## config.mk

```make
export PLATFORM = sky130hd
export DESIGN_NAME = calendar_clock_tick
export DESIGN_NICKNAME = d
export VERILOG_FILES = /design/src/rtl/cct_pkg.sv /design/src/rtl/cct_leap.sv /design/src/rtl/cct_adv.sv /design/src/rtl/calendar_clock_tick.sv
export VERILOG_INCLUDE_DIRS = /design/src /design/src/rtl
export SDC_FILE = /design/constraint.sdc
export NUM_CORES = 1
export LEC_CHECK = 0
export ABC_AREA = 1
export BUFFER_PORTS_ARGS = -buffer_cell sky130_fd_sc_hd__buf_2
export CELL_PAD_IN_SITES_DETAIL_PLACEMENT = 0
export CELL_PAD_IN_SITES_GLOBAL_PLACEMENT = 1
export CORE_MARGIN = 2
export CORE_UTILIZATION = 40
export CTS_BUF_LIST = sky130_fd_sc_hd__clkbuf_4 sky130_fd_sc_hd__clkbuf_8
export DETAILED_ROUTE_END_ITERATION = 10
export PLACE_DENSITY_LB_ADDON = 0.05
export SLEW_MARGIN = 30
export SYNTH_ARGS = -nofsm -noshare
export SYNTH_HDL_FRONTEND = slang
export SYNTH_SLANG_ARGS = --single-unit
```

## constraint.sdc

```tcl
create_clock -name i_clk -period 15.3 [get_ports i_clk]
set_input_delay 3.06 -clock i_clk [delete_from_list [all_inputs] [get_ports i_clk]]
set_output_delay 3.06 -clock i_clk [all_outputs]
set_load 0.1 [all_outputs]
```

## src/rtl/calendar_clock_tick_macros.svh

```systemverilog
// ----------------------------------------------------------------------------
// calendar clock tick assertion macros
// shared concurrent assertion forms for the calendar counter
// ----------------------------------------------------------------------------
`ifndef CALENDAR_CLOCK_TICK_MACROS_SVH
`define CALENDAR_CLOCK_TICK_MACROS_SVH

// same-cycle implication, checked outside reset
`define CCT_ASSERT_NOW(label, clk, rst_n, ante, cons, msg) \
    label: assert property (@(posedge clk) disable iff (!rst_n) (ante) |-> (cons)) \
        else $error(msg);

// next-cycle implication, checked outside reset
`define CCT_ASSERT_NEXT(label, clk, rst_n, ante, cons, msg) \
    label: assert property (@(posedge clk) disable iff (!rst_n) (ante) |=> (cons)) \
        else $error(msg);

`endif

```

## src/rtl/cct_pkg.sv

```systemverilog
// ----------------------------------------------------------------------------
// cct_pkg
// types, constants and helpers shared by the calendar clock tick block
// ----------------------------------------------------------------------------
package cct_pkg;

    // field widths
    localparam int YEAR_W   = 14;
    localparam int MONTH_W  = 4;
    localparam int DAY_W    = 5;
    localparam int HOUR_W   = 5;
    localparam int MINUTE_W = 6;
    localparam int SECOND_W = 6;

    // default year wrap point
    localparam int YEAR_LIMIT_DEF = 9999;

    // field limits
    localparam logic [SECOND_W-1:0] SEC_MAX   = 6'd59;
    localparam logic [MINUTE_W-1:0] MIN_MAX   = 6'd59;
    localparam logic [HOUR_W-1:0]   HOUR_MAX  = 5'd23;
    localparam logic [MONTH_W-1:0]  MONTH_MAX = 4'd12;
    localparam logic [MONTH_W-1:0]  MONTH_FEB = 4'd2;
    localparam logic [DAY_W-1:0]    FEB_DAYS  = 5'd28;

    // reset time
    localparam logic [YEAR_W-1:0] RESET_YEAR = 14'd1900;

    // divisibility by 25 of a 12-bit value: multiply by the inverse of 25
    // modulo 2^12, a multiple of 25 lands at or below 4095/25
    localparam logic [11:0] INV25     = 12'd3113;
    localparam logic [11:0] DIV25_LIM = 12'd163;

    // command codes
    typedef enum logic [1:0] {
        MODE_FWD  = 2'd0,
        MODE_BACK = 2'd1,
        MODE_LOAD = 2'd2,
        MODE_READ = 2'd3
    } t_mode;

    // calendar time
    typedef struct packed {
        logic [YEAR_W-1:0]   year;
        logic [MONTH_W-1:0]  month;
        logic [DAY_W-1:0]    day;
        logic [HOUR_W-1:0]   hour;
        logic [MINUTE_W-1:0] minute;
        logic [SECOND_W-1:0] second;
    } t_time;

    // input item
    typedef struct packed {
        t_mode               mode;
        logic [YEAR_W-1:0]   load_year;
        logic [MONTH_W-1:0]  load_month;
        logic [DAY_W-1:0]    load_day;
        logic [HOUR_W-1:0]   load_hour;
        logic [MINUTE_W-1:0] load_minute;
        logic [SECOND_W-1:0] load_second;
    } t_in_item;

    // result item
    typedef struct packed {
        logic [YEAR_W-1:0]   cur_year;
        logic [MONTH_W-1:0]  cur_month;
        logic [DAY_W-1:0]    cur_day;
        logic [HOUR_W-1:0]   cur_hour;
        logic [MINUTE_W-1:0] cur_minute;
        logic [SECOND_W-1:0] cur_second;
        logic                day_rollover;
    } t_out_item;

    // days in a month, month codes outside 1..12 read as january
    function automatic logic [DAY_W-1:0] month_len(
        input logic [MONTH_W-1:0] month,
        input logic               leap
    );
        logic [DAY_W-1:0] len;
        unique case (month)
            MONTH_FEB: begin
                len = leap ? FEB_DAYS + 5'd1 : FEB_DAYS;
            end
            4'd4, 4'd6, 4'd9, 4'd11: begin
                len = 5'd30;
            end
            default: begin
                len = 5'd31;
            end
        endcase
        return len;
    endfunction

endpackage

```

## src/rtl/cct_leap.sv

```systemverilog
// ----------------------------------------------------------------------------
// cct_leap
// gregorian leap year test on a 14-bit year
// ----------------------------------------------------------------------------
module cct_leap (
    input  logic [cct_pkg::YEAR_W-1:0] i_year,
    output logic                       o_leap
);

    logic [cct_pkg::YEAR_W-3:0] w_quarter;
    logic [11:0]                w_prod;
    logic                       w_div25;

    // year / 4, then test it against 25 with the modular inverse
    assign w_quarter = i_year[cct_pkg::YEAR_W-1:2];
    assign w_prod    = 12'(w_quarter * cct_pkg::INV25);
    assign w_div25   = (w_prod <= cct_pkg::DIV25_LIM);

    // divisible by 4, and not a century unless divisible by 400
    assign o_leap = (i_year[1:0] == 2'd0) && (!w_div25 || (w_quarter[1:0] == 2'd0));

endmodule

```

## src/rtl/cct_adv.sv

```systemverilog
// ----------------------------------------------------------------------------
// cct_adv
// next calendar time for one command: tick forward, tick back, load, read
// ----------------------------------------------------------------------------
module cct_adv #(
    parameter int YEAR_LIMIT = cct_pkg::YEAR_LIMIT_DEF
) (
    input  cct_pkg::t_time             i_state,
    input  cct_pkg::t_in_item          i_item,
    input  logic                       i_leap,
    output logic [cct_pkg::YEAR_W-1:0] o_leap_year,
    output cct_pkg::t_time             o_next,
    output logic                       o_roll
);

    localparam logic [cct_pkg::YEAR_W-1:0] YearMax = cct_pkg::YEAR_W'(YEAR_LIMIT);

    logic [cct_pkg::YEAR_W-1:0]  w_ld_year;
    logic [cct_pkg::MONTH_W-1:0] w_ld_month;
    logic [cct_pkg::MONTH_W-1:0] w_prev_month;
    logic [cct_pkg::DAY_W-1:0]   w_len_fwd;
    logic [cct_pkg::DAY_W-1:0]   w_len_back;
    logic [cct_pkg::DAY_W-1:0]   w_len_load;

    // clamped load year and month
    assign w_ld_year = (i_item.load_year > YearMax) ? YearMax : i_item.load_year;
    always_comb begin
        if (i_item.load_month == '0) begin
            w_ld_month = 4'd1;
        end else if (i_item.load_month > cct_pkg::MONTH_MAX) begin
            w_ld_month = cct_pkg::MONTH_MAX;
        end else begin
            w_ld_month = i_item.load_month;
        end
    end

    // year whose leap flag matters for this command
    assign o_leap_year = (i_item.mode == cct_pkg::MODE_LOAD) ? w_ld_year : i_state.year;

    // month lengths; going back into february keeps the same year
    assign w_prev_month = (i_state.month > 4'd1) ? i_state.month - 4'd1 : cct_pkg::MONTH_MAX;
    assign w_len_fwd    = cct_pkg::month_len(i_state.month, i_leap);
    assign w_len_back   = cct_pkg::month_len(w_prev_month, i_leap);
    assign w_len_load   = cct_pkg::month_len(w_ld_month, i_leap);

    // carry and borrow ripple for the tick commands, clamped load, hold on read
    always_comb begin
        o_next = i_state;
        o_roll = 1'b0;
        unique case (i_item.mode)
            cct_pkg::MODE_FWD: begin
                if (i_state.second < cct_pkg::SEC_MAX) begin
                    o_next.second = i_state.second + 6'd1;
                end else begin
                    o_next.second = '0;
                    if (i_state.minute < cct_pkg::MIN_MAX) begin
                        o_next.minute = i_state.minute + 6'd1;
                    end else begin
                        o_next.minute = '0;
                        if (i_state.hour < cct_pkg::HOUR_MAX) begin
                            o_next.hour = i_state.hour + 5'd1;
                        end else begin
                            o_next.hour = '0;
                            o_roll      = 1'b1;
                            if (i_state.day < w_len_fwd) begin
                                o_next.day = i_state.day + 5'd1;
                            end else begin
                                o_next.day = 5'd1;
                                if (i_state.month < cct_pkg::MONTH_MAX) begin
                                    o_next.month = i_state.month + 4'd1;
                                end else begin
                                    o_next.month = 4'd1;
                                    o_next.year  = (i_state.year < YearMax) ?
                                                   i_state.year + 14'd1 : '0;
                                end
                            end
                        end
                    end
                end
            end
            cct_pkg::MODE_BACK: begin
                if (i_state.second > '0) begin
                    o_next.second = i_state.second - 6'd1;
                end else begin
                    o_next.second = cct_pkg::SEC_MAX;
                    if (i_state.minute > '0) begin
                        o_next.minute = i_state.minute - 6'd1;
                    end else begin
                        o_next.minute = cct_pkg::MIN_MAX;
                        if (i_state.hour > '0) begin
                            o_next.hour = i_state.hour - 5'd1;
                        end else begin
                            o_next.hour = cct_pkg::HOUR_MAX;
                            o_roll      = 1'b1;
                            if (i_state.day > 5'd1) begin
                                o_next.day = i_state.day - 5'd1;
                            end else begin
                                o_next.month = w_prev_month;
                                o_next.day   = w_len_back;
                                if (i_state.month <= 4'd1) begin
                                    o_next.year = (i_state.year > '0) ?
                                                  i_state.year - 14'd1 : YearMax;
                                end
                            end
                        end
                    end
                end
            end
            cct_pkg::MODE_LOAD: begin
                o_next.year  = w_ld_year;
                o_next.month = w_ld_month;
                if (i_item.load_day == '0) begin
                    o_next.day = 5'd1;
                end else if (i_item.load_day > w_len_load) begin
                    o_next.day = w_len_load;
                end else begin
                    o_next.day = i_item.load_day;
                end
                o_next.hour   = (i_item.load_hour > cct_pkg::HOUR_MAX) ?
                                cct_pkg::HOUR_MAX : i_item.load_hour;
                o_next.minute = (i_item.load_minute > cct_pkg::MIN_MAX) ?
                                cct_pkg::MIN_MAX : i_item.load_minute;
                o_next.second = (i_item.load_second > cct_pkg::SEC_MAX) ?
                                cct_pkg::SEC_MAX : i_item.load_second;
            end
            cct_pkg::MODE_READ: begin
                o_next = i_state;
            end
            default: begin
                o_next = i_state;
            end
        endcase
    end

endmodule

```

## src/rtl/calendar_clock_tick.sv

```systemverilog
// ----------------------------------------------------------------------------
// calendar_clock_tick
// real-time-clock calendar counter with gregorian months and year wrap
// ----------------------------------------------------------------------------
// channel   direction  handshake                 payload
// in        input      i_in_valid / o_in_ready   i_in_item  (cct_pkg::t_in_item)
// out       output     o_out_valid / i_out_ready o_out_item (cct_pkg::t_out_item)
//
// one item per cycle sustained while the output is taken; an accepted item moves
// from the input register through one carry pass into the result register
// the time registers update on the same edge the result is written, so the next
// item in the input register always sees the time left by the one before it
// a stalled output holds the result; the input register still takes one more
// item, then o_in_ready drops until the result is taken
// synchronous active-low reset gives 1900-01-01 00:00:00 and empty registers
// ----------------------------------------------------------------------------
`include "calendar_clock_tick_macros.svh"

module calendar_clock_tick #(
    parameter int YEAR_LIMIT = cct_pkg::YEAR_LIMIT_DEF
) (
    input  logic               i_clk,
    input  logic               i_rst_n,
    input  logic               i_in_valid,
    output logic               o_in_ready,
    input  cct_pkg::t_in_item  i_in_item,
    output logic               o_out_valid,
    input  logic               i_out_ready,
    output cct_pkg::t_out_item o_out_item
);

    cct_pkg::t_in_item          r_in;
    logic                       r_in_valid;
    cct_pkg::t_time             r_time;
    cct_pkg::t_out_item         r_out;
    logic                       r_out_valid;

    cct_pkg::t_time             n_time;
    logic                       w_roll;
    logic                       w_leap;
    logic [cct_pkg::YEAR_W-1:0] w_leap_year;
    logic                       w_move;

    logic                       w_out_sync;
    logic                       w_month_ok;
    logic                       w_roll_out;
    logic                       w_at_midnight;

    // stage handshake
    assign w_move     = r_in_valid && (!r_out_valid || i_out_ready);
    assign o_in_ready = !r_in_valid || w_move;

    // input register
    always_ff @(posedge i_clk) begin
        if (!i_rst_n) begin
            r_in_valid <= 1'b0;
        end else if (o_in_ready) begin
            r_in_valid <= i_in_valid;
        end
        if (o_in_ready && i_in_valid) begin
            r_in <= i_in_item;
        end
    end

    // leap test on the relevant year
    cct_leap u_leap (
        .i_year (w_leap_year),
        .o_leap (w_leap)
    );

    // next time for the held command
    cct_adv #(
        .YEAR_LIMIT (YEAR_LIMIT)
    ) u_adv (
        .i_state     (r_time),
        .i_item      (r_in),
        .i_leap      (w_leap),
        .o_leap_year (w_leap_year),
        .o_next      (n_time),
        .o_roll      (w_roll)
    );

    // time registers
    always_ff @(posedge i_clk) begin
        if (!i_rst_n) begin
            r_time.year   <= cct_pkg::RESET_YEAR;
            r_time.month  <= 4'd1;
            r_time.day    <= 5'd1;
            r_time.hour   <= '0;
            r_time.minute <= '0;
            r_time.second <= '0;
        end else if (w_move) begin
            r_time <= n_time;
        end
    end

    // result register
    always_ff @(posedge i_clk) begin
        if (!i_rst_n) begin
            r_out_valid <= 1'b0;
        end else if (w_move) begin
            r_out_valid <= 1'b1;
        end else if (i_out_ready) begin
            r_out_valid <= 1'b0;
        end
        if (w_move) begin
            r_out.cur_year     <= n_time.year;
            r_out.cur_month    <= n_time.month;
            r_out.cur_day      <= n_time.day;
            r_out.cur_hour     <= n_time.hour;
            r_out.cur_minute   <= n_time.minute;
            r_out.cur_second   <= n_time.second;
            r_out.day_rollover <= w_roll;
        end
    end

    assign o_out_valid = r_out_valid;
    assign o_out_item  = r_out;

    // terms for the checks
    assign w_out_sync    = o_out_valid && (o_out_item.cur_second == r_time.second);
    assign w_month_ok    = (r_time.month >= 4'd1) && (r_time.month <= cct_pkg::MONTH_MAX);
    assign w_roll_out    = o_out_valid && o_out_item.day_rollover;
    assign w_at_midnight = ((o_out_item.cur_hour == '0) && (o_out_item.cur_minute == '0) &&
                            (o_out_item.cur_second == '0)) ||
                           ((o_out_item.cur_hour == cct_pkg::HOUR_MAX) &&
                            (o_out_item.cur_minute == cct_pkg::MIN_MAX) &&
                            (o_out_item.cur_second == cct_pkg::SEC_MAX));

    // checks
    `CCT_ASSERT_NEXT(a_move_fills_out, i_clk, i_rst_n, w_move, w_out_sync, "result lost")
    `CCT_ASSERT_NOW(a_month_range, i_clk, i_rst_n, 1'b1, w_month_ok, "month out of range")
    `CCT_ASSERT_NOW(a_roll_midnight, i_clk, i_rst_n, w_roll_out, w_at_midnight, "bad rollover")

endmodule
```

After elaboration in Yosys (flattened, before gate mapping)
Cells that the tools add are included.
- $add $sub $neg: 12
- $mul: 1
- div/mod/pow operators: 0
- magnitude comparators: 20
- equal/unequal tests: 18
- shift operators: 0
- mux-type cells: 45
- bitwise logic cells: 0
- reduce and logical (&&, ||, !) cells: 18
- operators by type and width (operator ; count):
    one-hot mux 40 bit (4 select lines) ; 1
    two-way mux 14 bit ; 6
    two-way mux 34 bit ; 2
    two-way mux 28 bit ; 2
    two-way mux 23 bit ; 2
    two-way mux 18 bit ; 2
    two-way mux 6 bit ; 6
    two-way mux 5 bit ; 7
    one-hot mux 5 bit (2 select lines) ; 3
    equality test 4 x 3 -> 1 bit (second input constant) ; 6
    equality test 4 bit (second input constant) ; 6
    two-way mux 4 bit ; 4
    adder 14 x 1 -> 14 bit (second input constant) ; 1
    greater-than comparator 14 x 1 -> 1 bit (second input constant) ; 1
    greater-than comparator 14 bit (second input constant) ; 1
    < comparator 14 bit (second input constant) ; 1
    subtractor 14 x 1 -> 14 bit (second input constant) ; 1
    adder 6 x 1 -> 6 bit (second input constant) ; 2
    equality test 4 x 2 -> 1 bit (second input constant) ; 3
    greater-than comparator 6 x 1 -> 1 bit (second input constant) ; 2
    greater-than comparator 6 bit (second input constant) ; 2
    <= comparator 12 x 8 -> 1 bit (second input constant) ; 1
    < comparator 6 bit (second input constant) ; 2
    multiplier 12 x 11 -> 12 bit (second input constant) ; 1
    other kinds (26) ; 49
- register bits: 125
- bits in latches: 0
- memory bits (writable): 0
- bits in read-only memories: 0
- bits of input ports: 46
- word-level logic and storage cells: 136
- memories kept: 0

Depth between registers and ports, before layout
- depth in word-level cells: 16
- gate-level depth with buffers: 39
- mapped depth without buffers: 39

Cells and area by module
From an unflattened synthesis, not the netlist that was laid out.
- cells, all modules: 1172
- area total of the unflattened synthesis: 8624.5 um2
- modules (own cells, without submodules) (module ; instances ; cells an instance ; area an instance (um2) ; sequential area each (um2)):
    calendar_clock_tick ; 1 ; 339 ; 4310.4 ; 3333.2
    cct_adv ; 1 ; 716 ; 3517.1 ; 0.0
    cct_leap ; 1 ; 117 ; 797.0 ; 0.0

Least setup slack after synthesis
OpenSTA, ideal clock, no wires.
- kind: in2out
- start point: in i_out_ready
- end point: out o_in_ready
- arrival: 3.868 ns
- data required time: 12.240 ns
- path slack: 8.372 ns
- stages on the path: 2
- buffers on the path: 0
- cell sequence: inv_1 -> nand3_1
- word-level cells in the longest chain between the ends: 3
- RTL lines (what ; RTL line ; source):
    start: declaration ; calendar_clock_tick.sv:28 ; input logic i_out_ready,
    logical OR 1 bit ; calendar_clock_tick.sv:50 ; assign w_move = r_in_valid && (!r_out_valid || i_out_ready);
    logical AND 1 bit ; calendar_clock_tick.sv:50 ;
    logical OR 1 bit ; calendar_clock_tick.sv:51 ; assign o_in_ready = !r_in_valid || w_move;
    end: declaration ; calendar_clock_tick.sv:25 ; output logic o_in_ready,
No other way between the ends.

Worst setup path in the final report
Same ends and word-level chain as after synthesis.

==> summary.md <==
| Metric | Value |
|---|---|
| Status | `finished clean` |
| Synth-to-layout area growth | `12.4%` |
| Crit start category | `input port` |
| Total track usage | `0.231` |
| Die area | `between 20000 and 25000 um2` |
| Cells after Synth | `1044` |
| Mapped cell area | `8340 um2` |
| Worst r2r path cells | `29` |
| Die height | `roughly 150 um` |
| Seq pwr share | `0.401` |
| Clock Sinks | `125` |
| Max-slew headroom | `0.432` |
| Total grt overflow | `0` |
| # DRC | `0` |
| Leak pwr | `4.03 nW` |
| H-tree depth | `4` |
| Starting DRC count in detailed routing | `382` |
| Worst Hold Class | `flip-flop to flip-flop` |
| Post-CTS Hold Fix Bufs | `0` |
| GPL Wtd Cong | `about 0.87` |
| Post-synth top cells | `nand2_1, inv_1, a21oi_1, edfxtp_1, o21ai_0` |
| Worst vdd ir | `0.0000511 V` |
| Sw Pwr | `0.395 mW` |
| Fill cells | `2073` |
| Setup TNS after final layout | `0 ps` |
| Slew @ Worst Pin | `851 ps` |
| CTS root buffer | `clkbuf_8` |
| PD cells | `approximately 110 nW/um2` |
| Worst Hold Depth | `2` |
| Final Setup Violations | `0` |
| Vias per Instance | `5.32` |
| Clk slew on worst S/H paths | `80 ps` |
| CP Data Required Time | `12240 ps` |
| Largest net degree at the start of global routing | `58` |
| Total Wirelength | `roughly 24000 um` |
| Slew Viols, Final | `0` |
| Switching part of the total | `0.390` |
| DRT Pass-1 Iters | `5` |
| Vias in the first global route | `7268` |
| Cell Int Power | `0.618 mW` |
| Asr flop ratio synth | `0` |
| Endpoint class of the critical path | `primary output` |
| MaxCap Viol Count | `0` |
| Row count | `52` |
| Cell variety after synth | `60` |
| Antenna cells | `0` |
| Share of cells above drive strength 1 | `0.149` |
| Via count | `7469` |
| Fmax | `148 MHz` |
| #FFs+latches synth | `125` |
| Place WS | `8540 ps` |
| Number of flops mapped to enable cells by yosys | `83` |
| Worst Setup Path Type | `input port to primary output` |
| Placeable Area | `20400 um2` |
| Antenna Nets Post-Route | `0` |
| Reg2reg setup slack | `9220 ps` |
| Port bufs | `88` |
| Final Skew | `17.1 ps` |
| Ports | `89` |
| Syn avg cell area | `7.99 um2` |
| Post-synth top area share | `0.299` |
| Post-route setup slack | `8540 ps` |
| Fin. Hold Viols | `0` |
| Part of the power in combinational logic | `0.314` |
| Yosys warns | `0` |
| WL per Instance | `17.5 um` |
| CTS resizes | `0` |
| Max clock buf depth | `2` |
| Synth area leader | `edfxtp_1` |
| Initial Utilization | `0.409` |
| Worst skew pair latency | `460 ps` |
| Global-route wire length before repair | `39600 um` |
| Total power | `1.01 mW` |
| Final nets | `~1200` |
| Largest cells by area after synthesis | `edfxtp_1, dfxtp_1, nand2_1, ha_1, inv_1` |
| Worst Path Arrival | `3700 ps` |
| Mapped Nets | `between 1000 and 1500` |
| Ys flop type | `edfxtp_1` |
| Final period util | `0.442` |
| Min Clock Period, post-route | `slightly below 7000 ps` |
| CP Max Fanout | `3` |
| RSZ-0062 raised after global routing | `no` |
| Clock buffer count from CTS | `17` |
| Power share of the clock group | `0.285` |
| DIE WIDTH | `148 um` |
| Most common cell in the netlist | `nand2_1` |
| Seq/Total Area, Yosys | `0.400` |
| # Post-CTS Setup Buffers | `0` |
| HPWL Detailed | `17300 um` |
| Antenna violations before repair | `0` |
| CTS tree | `built` |
critical path: stages:
cell	delay [ps]
buf_2	70
inv_1	40
nand3_1	90
buf_2	440
power by group through the flow:
| stage | logic [mW] | clock network [mW] | registers, mW |
|---|---|---|---|
| 2_1_floorplan | 0.197 | 0 | 0.456 |
| 5_1_grt | 0.360 | 0.309 | 0.409 |
| 3_3_place_gp | 0.317 | 0 | 0.414 |
| 6_report | 0.319 | 0.289 | 0.406 |
| 3_5_place_dp | 0.315 | 0 | 0.413 |
| 4_1_cts | 0.319 | 0.295 | 0.406 |
layout make-up:
class	instances	area (um2)	area share
multi-input combinational	731	4270	0.455
timing repair buffer	94	485	0.0518
tap	270	338	0.0360
clock buffer	18	248	0.0264
sequential	125	3330	0.356
inverter	151	572	0.0610
clock inverter	14	133	0.0141
flip-flops by register name (all words and copies together) (netlist names):
register,flops
r_time,40
r_in,42
o_out_item,41
o_out_valid,1
r_in_valid,1
logic make-up after synthesis:
logic type | Yosys count | share of synthesized area
buf+inv | 188 | 0.0890
xor+xnor | 20 | 0.0210
simple gates | 419 | 0.237
compound gates | 242 | 0.173
flops | 125 | 0.400
fa+ha+maj | 50 | 0.0804
worst paths after layout:
check,end,start
max,o_in_ready,i_out_ready
min,o_out_valid,o_out_valid
max reg2reg,o_out_item[19],r_in[40]
min reg2reg,o_out_valid,o_out_valid
layout by cell type (no fill, tap or decap), types with 4 or more instances in the layout:
cell,n
inv_1,139
nand3b_1,6
nand3_2,4
a211oi_1,6
o21ai_1,7
nor4_1,8
buf_4,6
nor2_1,66
a31oi_1,9
fa_1,6
xor2_1,16
xnor2_1,4
a21oi_1,85
nand2_2,5
o211ai_1,12
o2111ai_1,18
inv_2,7
nand4_1,21
o21ai_0,81
nor2_2,4
inv_6,6
nor3_1,18
o221ai_1,4
edfxtp_1,83
nand2_1,194
nand3_1,75
buf_2,88
ha_1,44
clkbuf_8,18
dfxtp_1,42
metrics by stage:
step,util,hold slack [ps],instances,instance area [um2]
2_1_floorplan,-,531,1044,8340
3_3_place_gp,0.442,524,1371,8990
3_5_place_dp,0.442,520,1371,8990
4_1_cts,0.460,531,1403,9380
5_1_grt,0.460,553,1403,9380
6_report,0.460,527,1403,9380
metal layers:
metal | track usage | wire length, um
met3 | 0.0344 | 1170
met1 | 0.341 | 12300
met2 | 0.348 | 10500
met5 | 0 | 0
met4 | 0.0762 | 564
No activity file was read; power rests on OpenSTA's default activity.
